<file path="config.mk">
export PLATFORM = sky130hd
export DESIGN_NAME = lamp_occupancy_fade_controller
export DESIGN_NICKNAME = d
export VERILOG_FILES = /design/src/lofc_pkg.sv /design/src/lofc_ctrl.sv /design/src/lofc_lit_store.sv /design/src/lamp_occupancy_fade_controller.sv
export SDC_FILE = /design/constraint.sdc
export NUM_CORES = 2
export LEC_CHECK = 0
export ABC_AREA = 1
export BUFFER_PORTS_ARGS = -buffer_cell sky130_fd_sc_hd__buf_4
export CAP_MARGIN = 30
export CORE_UTILIZATION = 55
export CTS_CLUSTER_DIAMETER = 30
export DETAILED_ROUTE_END_ITERATION = 10
export PLACE_DENSITY = 0.72
export SLEW_MARGIN = 20
export SYNTH_ARGS = -nofsm -noshare
export SYNTH_HDL_FRONTEND = slang
export SYNTH_SLANG_ARGS = --single-unit
</file>
<file path="constraint.sdc">
create_clock -name clk -period 9.55 [get_ports clk]
set_input_delay 0.4775 -clock clk [delete_from_list [all_inputs] [get_ports clk]]
set_output_delay 0.4775 -clock clk [all_outputs]
set_load 0.02 [all_outputs]
</file>
<file path="src/lofc_pkg.sv">
// Shared types and constants for the lamp occupancy and fade controller.
// No dependencies; imported by every module of the block.
`default_nettype none

package lofc_pkg;

    localparam int HOURS     = 24;
    localparam int HOUR_W    = 5;
    localparam int LEVEL_W   = 7;
    localparam int RUN_W     = 16;
    localparam int CNT_W     = 32;
    localparam int TICK_W    = 6;
    localparam int CFG_IDX_W = 3;
    localparam int CFG_DAT_W = 16;
    localparam int IN_W      = 32;
    localparam int OUT_W     = 104;

    localparam logic [LEVEL_W-1:0] LEVEL_MAX = 7'd100;

    // register indexes
    localparam logic [CFG_IDX_W-1:0] REG_MANUAL_MODE    = 3'd0;
    localparam logic [CFG_IDX_W-1:0] REG_MANUAL_LEVEL   = 3'd1;
    localparam logic [CFG_IDX_W-1:0] REG_DARK_LUX_LIMIT = 3'd2;
    localparam logic [CFG_IDX_W-1:0] REG_PRESENCE_TICKS = 3'd3;
    localparam logic [CFG_IDX_W-1:0] REG_ABSENCE_TICKS  = 3'd4;
    localparam logic [CFG_IDX_W-1:0] REG_STANDBY_LEVEL  = 3'd5;
    localparam logic [CFG_IDX_W-1:0] REG_FULL_LEVEL     = 3'd6;
    localparam logic [CFG_IDX_W-1:0] REG_FADE_STEP      = 3'd7;

    // register reset values
    localparam logic [RUN_W-1:0]   RST_DARK_LUX_LIMIT = 16'd200;
    localparam logic [RUN_W-1:0]   RST_PRESENCE_TICKS = 16'd100;
    localparam logic [RUN_W-1:0]   RST_ABSENCE_TICKS  = 16'd250;
    localparam logic [LEVEL_W-1:0] RST_STANDBY_LEVEL  = 7'd20;
    localparam logic [LEVEL_W-1:0] RST_FULL_LEVEL     = 7'd100;
    localparam logic [LEVEL_W-1:0] RST_FADE_STEP      = 7'd2;

    typedef struct packed {
        logic               manual_mode;
        logic [LEVEL_W-1:0] manual_level;
        logic [RUN_W-1:0]   dark_lux_limit;
        logic [RUN_W-1:0]   presence_ticks;
        logic [RUN_W-1:0]   absence_ticks;
        logic [LEVEL_W-1:0] standby_level;
        logic [LEVEL_W-1:0] full_level;
        logic [LEVEL_W-1:0] fade_step;
    } lofc_cfg_t;

    // per-request control result, before the lit-seconds lookup
    typedef struct packed {
        logic [LEVEL_W-1:0] brightness;
        logic [LEVEL_W-1:0] target_level;
        logic               dark;
        logic               night;
        logic               occupied;
        logic [RUN_W-1:0]   still_count;
        logic               turned_on;
        logic               turned_off;
        logic [CNT_W-1:0]   on_events;
        logic               sec_done;
    } lofc_ctl_t;

endpackage

`default_nettype wire

</file>
<file path="src/lofc_ctrl.sv">
// Occupancy qualification, target selection, fade and on-event counting.
// Holds the per-tick state registers; depends on lofc_pkg.
`default_nettype none

module lofc_ctrl
    import lofc_pkg::*;
#(
    parameter int TICKS_PER_SECOND = 50,
    parameter int NIGHT_START      = 19,
    parameter int NIGHT_END        = 6
) (
    input  wire logic              clk,
    input  wire logic              rst_n,
    input  wire logic              step,
    input  wire logic              motion,
    input  wire logic [RUN_W-1:0]  lux,
    input  wire logic [HOUR_W-1:0] hour_now,
    input  wire lofc_cfg_t         cfg,
    output lofc_ctl_t              res
);

    localparam logic [HOUR_W-1:0] NSTART = HOUR_W'(NIGHT_START);
    localparam logic [HOUR_W-1:0] NEND   = HOUR_W'(NIGHT_END);
    localparam logic [TICK_W-1:0] TPS    = TICK_W'(TICKS_PER_SECOND);

    logic [LEVEL_W-1:0] level_reg,      level_next;
    logic [RUN_W-1:0]   motion_run_reg, motion_run_next;
    logic [RUN_W-1:0]   still_run_reg,  still_run_next;
    logic               present_reg,    present_next;
    logic               was_lit_reg,    was_lit_next;
    logic [TICK_W-1:0]  sec_ticks_reg,  sec_ticks_next;
    logic [CNT_W-1:0]   on_total_reg,   on_total_next;

    logic               night;
    logic               dark;
    logic [LEVEL_W-1:0] target;
    logic [LEVEL_W:0]   up_sum;
    logic               lit;
    logic               on_edge;
    logic               off_edge;
    logic [TICK_W-1:0]  tick_inc;
    logic               sec_done;

    always_comb
    begin
        night = (hour_now >= NSTART) || (hour_now < NEND);
        dark  = night && (lux < cfg.dark_lux_limit);

        motion_run_next = motion_run_reg;
        still_run_next  = still_run_reg;
        present_next    = present_reg;
        if (cfg.manual_mode)
        begin
            target = cfg.manual_level;
        end
        else if (!dark)
        begin
            target          = '0;
            present_next    = 1'b0;
            motion_run_next = '0;
            still_run_next  = '0;
        end
        else
        begin
            if (motion)
            begin
                motion_run_next = (&motion_run_reg) ? motion_run_reg : motion_run_reg + 1'b1;
                still_run_next  = '0;
                if (motion_run_next >= cfg.presence_ticks)
                    present_next = 1'b1;
            end
            else
            begin
                still_run_next  = (&still_run_reg) ? still_run_reg : still_run_reg + 1'b1;
                motion_run_next = '0;
                if (still_run_next >= cfg.absence_ticks)
                    present_next = 1'b0;
            end
            target = present_next ? cfg.full_level : cfg.standby_level;
        end

        // slew by one step, clamp to 0..100
        up_sum = {1'b0, level_reg} + {1'b0, cfg.fade_step};
        if (level_reg < target)
            level_next = (up_sum > {1'b0, LEVEL_MAX}) ? LEVEL_MAX : up_sum[LEVEL_W-1:0];
        else if (level_reg > target)
            level_next = (level_reg < cfg.fade_step) ? '0 : level_reg - cfg.fade_step;
        else
            level_next = level_reg;

        lit           = (level_next != '0);
        on_edge       = lit && !was_lit_reg;
        off_edge      = !lit && was_lit_reg;
        was_lit_next  = lit;
        on_total_next = (on_edge && !(&on_total_reg)) ? on_total_reg + 1'b1 : on_total_reg;

        tick_inc = sec_ticks_reg + 1'b1;
        sec_done = 1'b0;
        if (lit)
        begin
            if (tick_inc >= TPS)
            begin
                sec_ticks_next = '0;
                sec_done       = 1'b1;
            end
            else
            begin
                sec_ticks_next = tick_inc;
            end
        end
        else
        begin
            sec_ticks_next = '0;
        end

        res.brightness   = level_next;
        res.target_level = target;
        res.dark         = dark;
        res.night        = night;
        res.occupied     = present_next;
        res.still_count  = still_run_next;
        res.turned_on    = on_edge;
        res.turned_off   = off_edge;
        res.on_events    = on_total_next;
        res.sec_done     = sec_done;
    end

    always_ff @(posedge clk or negedge rst_n)
    begin
        if (!rst_n)
        begin
            level_reg      <= '0;
            motion_run_reg <= '0;
            still_run_reg  <= '0;
            present_reg    <= 1'b0;
            was_lit_reg    <= 1'b0;
            sec_ticks_reg  <= '0;
            on_total_reg   <= '0;
        end
        else if (step)
        begin
            level_reg      <= level_next;
            motion_run_reg <= motion_run_next;
            still_run_reg  <= still_run_next;
            present_reg    <= present_next;
            was_lit_reg    <= was_lit_next;
            sec_ticks_reg  <= sec_ticks_next;
            on_total_reg   <= on_total_next;
        end
    end

endmodule

`default_nettype wire

</file>
<file path="src/lofc_lit_store.sv">
// Lit-seconds per hour store: 24 x 32 memory with registered reads,
// valid bits for reset, and one-deep write forwarding. Depends on lofc_pkg.
`default_nettype none

module lofc_lit_store
    import lofc_pkg::*;
(
    input  wire logic              clk,
    input  wire logic              rst_n,
    input  wire logic              rd_en,      // request moves into the read stage
    input  wire logic [HOUR_W-1:0] rd_hour,
    input  wire logic [HOUR_W-1:0] rd_rhour,
    input  wire logic              rd_incr,
    input  wire logic              adv,        // request leaves the read stage
    output logic [CNT_W-1:0]       read_seconds
);

    logic [CNT_W-1:0]  mem [HOURS];
    logic [HOURS-1:0]  vld_reg;

    logic              h_ok,   r_ok;
    logic [HOUR_W-1:0] h_idx,  r_idx;

    logic [HOUR_W-1:0] hour_reg;
    logic [HOUR_W-1:0] rhour_reg;
    logic              incr_reg;
    logic              h_ok_reg;
    logic              r_ok_reg;
    logic [CNT_W-1:0]  rd_h_reg;
    logic [CNT_W-1:0]  rd_r_reg;
    logic              vh_reg;
    logic              vr_reg;

    logic              fwd_vld_reg;
    logic [HOUR_W-1:0] fwd_addr_reg;
    logic [CNT_W-1:0]  fwd_data_reg;

    logic [CNT_W-1:0]  cur_h, cur_r, new_h;
    logic              wr_en;

    assign h_ok  = (rd_hour < HOUR_W'(HOURS));
    assign r_ok  = (rd_rhour < HOUR_W'(HOURS));
    assign h_idx = h_ok ? rd_hour : '0;
    assign r_idx = r_ok ? rd_rhour : '0;

    always_comb
    begin
        // a write at the edge this request was read is not yet in rd_*_reg
        if (fwd_vld_reg && (fwd_addr_reg == hour_reg))
            cur_h = fwd_data_reg;
        else
            cur_h = vh_reg ? rd_h_reg : '0;

        if (fwd_vld_reg && (fwd_addr_reg == rhour_reg))
            cur_r = fwd_data_reg;
        else
            cur_r = vr_reg ? rd_r_reg : '0;

        new_h = (&cur_h) ? cur_h : cur_h + 1'b1;
        wr_en = adv && incr_reg && h_ok_reg;

        if (!r_ok_reg)
            read_seconds = '0;
        else if (incr_reg && h_ok_reg && (rhour_reg == hour_reg))
            read_seconds = new_h;
        else
            read_seconds = cur_r;
    end

    always_ff @(posedge clk)
    begin
        if (rd_en)
        begin
            rd_h_reg  <= mem[h_idx];
            rd_r_reg  <= mem[r_idx];
            hour_reg  <= rd_hour;
            rhour_reg <= rd_rhour;
        end
        if (wr_en)
            mem[hour_reg] <= new_h;
    end

    always_ff @(posedge clk or negedge rst_n)
    begin
        if (!rst_n)
        begin
            vld_reg      <= '0;
            incr_reg     <= 1'b0;
            h_ok_reg     <= 1'b0;
            r_ok_reg     <= 1'b0;
            vh_reg       <= 1'b0;
            vr_reg       <= 1'b0;
            fwd_vld_reg  <= 1'b0;
            fwd_addr_reg <= '0;
            fwd_data_reg <= '0;
        end
        else
        begin
            if (rd_en)
            begin
                incr_reg     <= rd_incr;
                h_ok_reg     <= h_ok;
                r_ok_reg     <= r_ok;
                vh_reg       <= h_ok && vld_reg[h_idx];
                vr_reg       <= r_ok && vld_reg[r_idx];
                fwd_vld_reg  <= wr_en;
                fwd_addr_reg <= hour_reg;
                fwd_data_reg <= new_h;
            end
            if (wr_en)
                vld_reg[hour_reg] <= 1'b1;
        end
    end

endmodule

`default_nettype wire

</file>
<file path="src/lamp_occupancy_fade_controller.sv">
// Top level: config registers, input/read/output pipeline and stream ports.
// Depends on lofc_pkg, lofc_ctrl, lofc_lit_store.
//
//  port group   dir  width  contents
//  s_axis       in   32     one control tick request
//  m_axis       out  104    one status result per request
//  cfg          in   3+16   register write, no read-back
//
// Three registered stages: input, store read, output. One request per cycle
// sustained while the output is not stalled. The store read and its one-deep
// forward set the middle stage. All stages advance together when the output
// register is empty or taken; s_tready follows it. Reset clears the config,
// control and valid state, and the 24 hourly totals by per-entry valid bits.
`default_nettype none

module lamp_occupancy_fade_controller
    import lofc_pkg::*;
#(
    parameter int TICKS_PER_SECOND = 50,
    parameter int NIGHT_START      = 19,
    parameter int NIGHT_END        = 6
) (
    input  wire logic                 clk,
    input  wire logic                 rst_n,
    input  wire logic                 s_tvalid,
    output logic                      s_tready,
    // motion[0], lux[16:1], hour_now[21:17], read_hour[26:22], zero [31:27]
    input  wire logic [IN_W-1:0]      s_tdata,
    output logic                      m_tvalid,
    input  wire logic                 m_tready,
    // brightness[6:0], target_level[13:7], dark[14], night[15], occupied[16],
    // still_count[32:17], turned_on[33], turned_off[34], on_events[66:35],
    // read_seconds[98:67], zero [103:99]
    output logic [OUT_W-1:0]          m_tdata,
    input  wire logic                 cfg_we,
    input  wire logic [CFG_IDX_W-1:0] cfg_index,
    input  wire logic [CFG_DAT_W-1:0] cfg_data
);

    lofc_cfg_t          cfg_reg;
    logic               en;

    logic               s1_vld_reg;
    logic               s1_motion_reg;
    logic [RUN_W-1:0]   s1_lux_reg;
    logic [HOUR_W-1:0]  s1_hour_reg;
    logic [HOUR_W-1:0]  s1_rhour_reg;

    logic               s2_vld_reg;
    lofc_ctl_t          s2_reg;

    logic               out_vld_reg;
    lofc_ctl_t          out_reg;
    logic [CNT_W-1:0]   out_rsec_reg;

    lofc_ctl_t          ctl_res;
    logic [CNT_W-1:0]   read_seconds;
    logic               step;
    logic               adv;

    assign en       = !out_vld_reg || m_tready;
    assign s_tready = en;
    assign step     = en && s1_vld_reg;
    assign adv      = en && s2_vld_reg;

    always_ff @(posedge clk or negedge rst_n)
    begin
        if (!rst_n)
        begin
            cfg_reg.manual_mode    <= 1'b0;
            cfg_reg.manual_level   <= '0;
            cfg_reg.dark_lux_limit <= RST_DARK_LUX_LIMIT;
            cfg_reg.presence_ticks <= RST_PRESENCE_TICKS;
            cfg_reg.absence_ticks  <= RST_ABSENCE_TICKS;
            cfg_reg.standby_level  <= RST_STANDBY_LEVEL;
            cfg_reg.full_level     <= RST_FULL_LEVEL;
            cfg_reg.fade_step      <= RST_FADE_STEP;
        end
        else if (cfg_we)
        begin
            unique case (cfg_index)
                REG_MANUAL_MODE:    cfg_reg.manual_mode    <= cfg_data[0];
                REG_MANUAL_LEVEL:   cfg_reg.manual_level   <= cfg_data[LEVEL_W-1:0];
                REG_DARK_LUX_LIMIT: cfg_reg.dark_lux_limit <= cfg_data[RUN_W-1:0];
                REG_PRESENCE_TICKS: cfg_reg.presence_ticks <= cfg_data[RUN_W-1:0];
                REG_ABSENCE_TICKS:  cfg_reg.absence_ticks  <= cfg_data[RUN_W-1:0];
                REG_STANDBY_LEVEL:  cfg_reg.standby_level  <= cfg_data[LEVEL_W-1:0];
                REG_FULL_LEVEL:     cfg_reg.full_level     <= cfg_data[LEVEL_W-1:0];
                REG_FADE_STEP:      cfg_reg.fade_step      <= cfg_data[LEVEL_W-1:0];
            endcase
        end
    end

    // valid bits
    always_ff @(posedge clk or negedge rst_n)
    begin
        if (!rst_n)
        begin
            s1_vld_reg  <= 1'b0;
            s2_vld_reg  <= 1'b0;
            out_vld_reg <= 1'b0;
        end
        else if (en)
        begin
            s1_vld_reg  <= s_tvalid;
            s2_vld_reg  <= s1_vld_reg;
            out_vld_reg <= s2_vld_reg;
        end
    end

    // payload
    always_ff @(posedge clk)
    begin
        if (en && s_tvalid)
        begin
            s1_motion_reg <= s_tdata[0];
            s1_lux_reg    <= s_tdata[16:1];
            s1_hour_reg   <= s_tdata[21:17];
            s1_rhour_reg  <= s_tdata[26:22];
        end
        if (step)
            s2_reg <= ctl_res;
        if (adv)
        begin
            out_reg      <= s2_reg;
            out_rsec_reg <= read_seconds;
        end
    end

    lofc_ctrl #(
        .TICKS_PER_SECOND (TICKS_PER_SECOND),
        .NIGHT_START      (NIGHT_START),
        .NIGHT_END        (NIGHT_END)
    ) u_ctrl (
        .clk      (clk),
        .rst_n    (rst_n),
        .step     (step),
        .motion   (s1_motion_reg),
        .lux      (s1_lux_reg),
        .hour_now (s1_hour_reg),
        .cfg      (cfg_reg),
        .res      (ctl_res)
    );

    lofc_lit_store u_store (
        .clk          (clk),
        .rst_n        (rst_n),
        .rd_en        (step),
        .rd_hour      (s1_hour_reg),
        .rd_rhour     (s1_rhour_reg),
        .rd_incr      (ctl_res.sec_done),
        .adv          (adv),
        .read_seconds (read_seconds)
    );

    assign m_tvalid = out_vld_reg;
    assign m_tdata  = {5'b0, out_rsec_reg, out_reg.on_events, out_reg.turned_off,
                       out_reg.turned_on, out_reg.still_count, out_reg.occupied,
                       out_reg.night, out_reg.dark, out_reg.target_level,
                       out_reg.brightness};

endmodule

`default_nettype wire

</file>
**Word-level counts from Yosys, hierarchy flattened**

Memory sizes are Yosys's and may differ from the RTL's. A register that Yosys moved wholly into a read port is not among the register bits.
Cells that the tools add are included.

- Add/sub/neg operators: 7
- Multiply operators: 0
- Div/mod/pow operators: 0
- Order comparisons: 16
- Equality and inequality tests: 10
- Shift-type cells: 0
- Mux-type cells: 42
- Bitwise logic cells: 2
- Reduce and logical (&&, ||, !) cells: 37

Operator list:

| cell | count |
|---|---|
| $mux W32 | 7 |
| $mux W16 | 7 |
| $add A32 B1 Y32 const B | 2 |
| $reduce_and A32 Y1 | 2 |
| $mux W7 | 7 |
| $add A16 B1 Y16 const B | 2 |
| $ge A16 B16 Y1 | 2 |
| $reduce_and A16 Y1 | 2 |
| $or A24 B24 Y24 | 1 |
| $lt A5 B6 Y1 const B | 3 |
| $reduce_and A2 Y1 | 9 |
| $logic_and A1 B1 Y1 | 16 |
| $lt A16 B16 Y1 | 1 |
| $eq A5 B5 Y1 | 3 |
| $lt A7 B7 Y1 | 2 |
| $mux W1 | 14 |
| $eq A3 B3 Y1 const B | 4 |
| $mux W6 | 2 |
| $bmux W1 S5 | 2 |
| $lt A5 B5 Y1 const B | 2 |
| $mux W5 | 2 |
| $add A7 B7 Y8 | 1 |
| $gt A8 B7 Y1 const B | 1 |
| $gt A7 B7 Y1 | 1 |
| 14 further kinds | 19 |

- Register bits: 429
- Latch bits: 0
- Bits in writable memories: 768
- Bits in read-only memories: 0
- Output and inout port bits: 106
- Memories: 1

Memories:

| memory | depth | bits a word | rd ports | clocked after memory_dff | write ports | RTL line | RTL |
|---|---|---|---|---|---|---|---|
| u_store.mem | 24 | 32 | 2 | 2 | 1 | lofc_lit_store.sv:18 | `logic [CNT_W-1:0] mem [HOURS];` |

**Depth between registers and ports, before layout**

- Depth in word-level cells: 17
- Gate-level depth with buffers: 45

**By module**

From an unflattened synthesis, not the netlist that was laid out.

- Cell total of the unflattened synthesis: 6722
- Area total of the unflattened synthesis: 63378.3 um^2

By module, submodules not included:

| module | instances | cells each | area each (um^2) |
|---|---|---|---|
| lofc_lit_store | 1 | 4902 | 46330.7 |
| lamp_occupancy_fade_controller | 1 | 560 | 9032.4 |
| lofc_ctrl | 1 | 1260 | 8015.2 |

**Worst setup path after synthesis**

OpenSTA, ideal clock, no wires.

- Path kind: reg-to-reg
- From: reg out_vld_reg, in the netlist m_tvalid
- To: mem u_store.mem[0][0] (enable)
- Library setup time: 422 ps
- Data arrival time: 6918 ps
- Setup slack: 2210 ps
- Stages on the path, launching flop included: 8
- Path buffers: 0
- Clock period less this slack: 7340 ps
- Cells stage by stage: dfrtp_1 -> inv_1 -> nor2_1 -> nor2_1 -> nand2_1 -> inv_1 -> nand4_1 -> nor2_1

- Word-level cells in the longest chain between the ends: 7

Ends and longest elaborated chain:

| item | RTL line | RTL |
|---|---|---|
| from (decl) | lamp_occupancy_fade_controller.sv:52 | `logic out_vld_reg;` |
| from (signal assigned) | lamp_occupancy_fade_controller.sv:107 | `out_vld_reg <= s2_vld_reg;` |
| $logic_not A1 Y1 | lamp_occupancy_fade_controller.sv:61 | `assign en = !out_vld_reg \|\| m_tready;` |
| $logic_or A1 B1 Y1 | lamp_occupancy_fade_controller.sv:61 |  |
| $logic_and A1 B1 Y1 | lamp_occupancy_fade_controller.sv:64 | `assign adv = en && s2_vld_reg;` |
| named net adv | lamp_occupancy_fade_controller.sv:59 | `logic adv;` |
| $logic_and A1 B1 Y1 (2 in a row) | lofc_lit_store.sv:60 | `wr_en = adv && incr_reg && h_ok_reg;` |
| $mux W1 | lofc_lit_store.sv:79 | `if (wr_en)` |
| $mux W1 (implied by the code) | lofc_lit_store.sv:80 | `mem[hour_reg] <= new_h;` |
| to (decl) | lofc_lit_store.sv:18 |  |

The timed path passes the listed nets, and every way through them passes these cells.

==> metrics.csv <==
stage,metric,value,unit
layout,stdcell_count,8325,
logic_synthesis,syn-cell-area,0.0624,sq mm
logic_synthesis,yosysWarnings,0,
placement,hpwlAfterDp,109000,microns
sta,hold_viol,0,
logic_synthesis,syn_inst,6480,
cts,ctsRootBufferMaster,clkbuf_16,
logic_synthesis,async_flop_share,17.9,%
critical_path,crit_buf_inv,4,
route,wl_per_cell,23.6,microns
floorplanning,die-width,339,microns
pwr,p_comb_share,19.9,%
cts,tritoncts,yes,
route,first_pass_iters,8,
flow_run,maxCapViolations,0,
placement,portBuffers,151,
cts,cts_buffers,275,
logic_synthesis,ys_seq_area_share,58.9,%
placement,dpl.cell_count,7797,
floorplanning,start_util,55.5,%
cts,cts_sinks,1261,
critical_path,critPathCaptureType,flop,
global_route,grt_overflow,0,
logic_synthesis,ys_types,54,
pwr,power,20.5,mW
logic_synthesis,postSynthAreaPerCell,9.64,sq um
critical_path,arrival,7.74,ns
global_route,grt_max_degree,199,
pwr,seq_power_share,35.2,%
floorplanning,dieArea,0.115,sq mm
hold_path,hp-class,input port to flop,
sta,final-max-slew-violation-count,0,
logic_synthesis,ys.flop_type,edfxtp_1,
layout,syn_to_final_growth,19.1,%
route,drtIter0Drc,7227,
cts,clk_latency,0.89,ns
floorplanning,num_rows,123,
logic_synthesis,synth_edf_count,1035,
pwr,p_sw_share,30.2,%
sta,fmax,140,MHz
sta,rsz0062_at_grt,false,
global_route,grt_pass1_wl,294000,microns
sta,period_needed,7.14,ns
layout,nets,6755,
global_route,grt_pass1_vias,50400,
sta,finalHoldWorstSlack,0.0549,ns
logic_synthesis,yosys_register_bits,1261,
cts,clk_pin_slew_worst_paths,0.05,ns
floorplanning,die_h,339,microns
sta,period_share,74.7,%
layout,largest_reg_flops,768,
pwr,p_clk_share,44.9,%
critical_path,cp_slowest_cell,buf_4,
pwr,ir_worst_vdd,0.000222,V
route,routed_via_density,6.23,
cts,cts.path.max_buffers,4,
pwr,p_int,14.3,mW
status,outcome,finished clean,
layout,drive_gt1_share,11.7,%
sta,relSlewSlack,21.0,%
global_route,antenna_found_initial,2,
critical_path,critPathMostFrequentCell,nand2_1,
sta,fin_tns_setup,0,ns
critical_path,crit_family,simple AND/OR/NAND/NOR gates,
floorplanning,core_area,0.112,sq mm
critical_path,path_max_fanout,61,
cts,htreeDepth,5,
floorplanning,ios,162,
placement,placedInstanceArea,0.0648,sq mm
route,num_vias,51800,
critical_path,start_kind,flop,
layout,fin_area,0.0744,sq mm
sta,worst_pin_slew,1.19,ns
sta,setup_viol,0,
critical_path,path_class,flop to flop,
global_route,grt_use_total,33.6,%
route,wirelength,196000,microns
placement,place.gp.congestion,0.959,
critical_path,cp.required,10.15,ns
route,ant_nets,0,
pwr,power.density,276,mW/mm^2
pwr,power_switching,6.19,mW
critical_path,slowest_delay,0.50,ns
sta,final.setup_skew,0.0561,ns
route,drc_errors,0,
pwr,p_leak,29.9,nW
synth_stat cells, types with 74 or more instances:
cell type  instances  area share [%]
edfxtp_1        1035              50
inv_1            747             4.5
nor2_1           207             1.2
dfrtp_1          208             8.3
nand4_1           91            0.91
o21ai_0          446             3.6
nand3_1          623             5.0
o211ai_1         587             7.1
nand2_1         1422             8.5
a21oi_1          244             2.0
clkbuf_1         334             2.0
ha_1              74             1.5
tightest hold or removal path: stages:
cell and delay [ns]:
buf_4 0.08, inv_1 0.13, o21ai_0 0.18
cells by family after synthesis:
group,share of synthesized area (%)
simple gates,17.1
compound gates,14.7
xor+xnor,0.505
buf+inv,7.28
other cells,0.00601
fa+ha+maj,1.55
flops,58.9
worst paths after layout:
kind	from	to	slack, ns	depth (start not counted)
max	u_ctrl.still_run_reg[0]	s2_reg[30]	2.41	38
min in group asynchronous	rst_n	u_ctrl.still_run_reg[13]	0.24	2
min	cfg_data[14]	cfg_reg[35]	0.05	3
max in group asynchronous	rst_n	u_ctrl.on_total_reg[18]	7.32	5
min reg2reg	s2_reg[56]	m_tdata[9]	0.41	0
max reg2reg	u_ctrl.still_run_reg[0]	s2_reg[30]	2.41	38
placed cells by master, fill, tap and decap left out, drive strengths merged, types with 5 or more instances in the layout:
| cell type | Yosys | routed |
|---|---|---|
| nor3 | 34 | 34 |
| buf | 93 | 247 |
| ha | 74 | 74 |
| clkinv | 4 | 80 |
| o21ai | 480 | 480 |
| nand4 | 91 | 91 |
| dlygate4sd3 | 0 | 41 |
| bufinv | 0 | 32 |
| conb | 1 | 5 |
| a31oi | 12 | 12 |
| dfstp | 18 | 18 |
| or2 | 16 | 16 |
| o211ai | 587 | 587 |
| xor2 | 33 | 33 |
| nand3b | 15 | 15 |
| o311ai | 62 | 62 |
| nor2 | 212 | 212 |
| o21bai | 18 | 18 |
| nand2 | 1428 | 1428 |
| a21oi | 246 | 246 |
| o22ai | 34 | 34 |
| clkinvlp | 0 | 27 |
| edfxtp | 1035 | 1035 |
| dfrtp | 208 | 208 |
| clkbuf | 334 | 332 |
| nor4 | 8 | 8 |
| nand3 | 653 | 653 |
| inv | 754 | 766 |
power groups by stage:
stage	registers (mW)	logic [mW]	clock network, mW
after floorplan	7.38	2.42	0
after global placement	7.28	3.86	0
after detailed placement	7.29	3.92	0
after CTS	7.20	3.96	9.26
after global routing	7.25	4.39	9.54
final	7.21	4.08	9.21
repair_timing:
| item | CTS | global route |
|---|---|---|
| buffers inserted | 0 | 0 |
| hold endpoints to repair | 134 | 0 |
| resized for setup | 0 | 0 |
| hold buffers | 41 | 0 |
layer usage:
metal	global-route usage (%)	vias up	share of wire (%)
li1	-	23200	-
met3	7.68	741	12
met5	0	-	0.017
met4	21.5	4	6.2
met1	43.0	24500	37
met2	51.7	3417	45
through the flow:
stage	worst slack, ns	util [%]
finish	2.41	66.1
global route	1.70	66.1
CTS	2.50	66.0
detailed placement	2.56	57.6
global placement	2.66	57.6
floorplan	2.21	-
layout make-up:
type | instances | area (sq um)
diodes | 1 | 2.50
fillers | 8384 | 38100
multi-input cells | 4038 | 21400
clock buffers | 331 | 7340
flip-flops and latches | 1261 | 36800
repair buffers | 289 | 2420
clock inverters | 147 | 1680
well taps | 1500 | 1880
inverters | 758 | 2880
No activity file was read; power rests on OpenSTA's default activity.
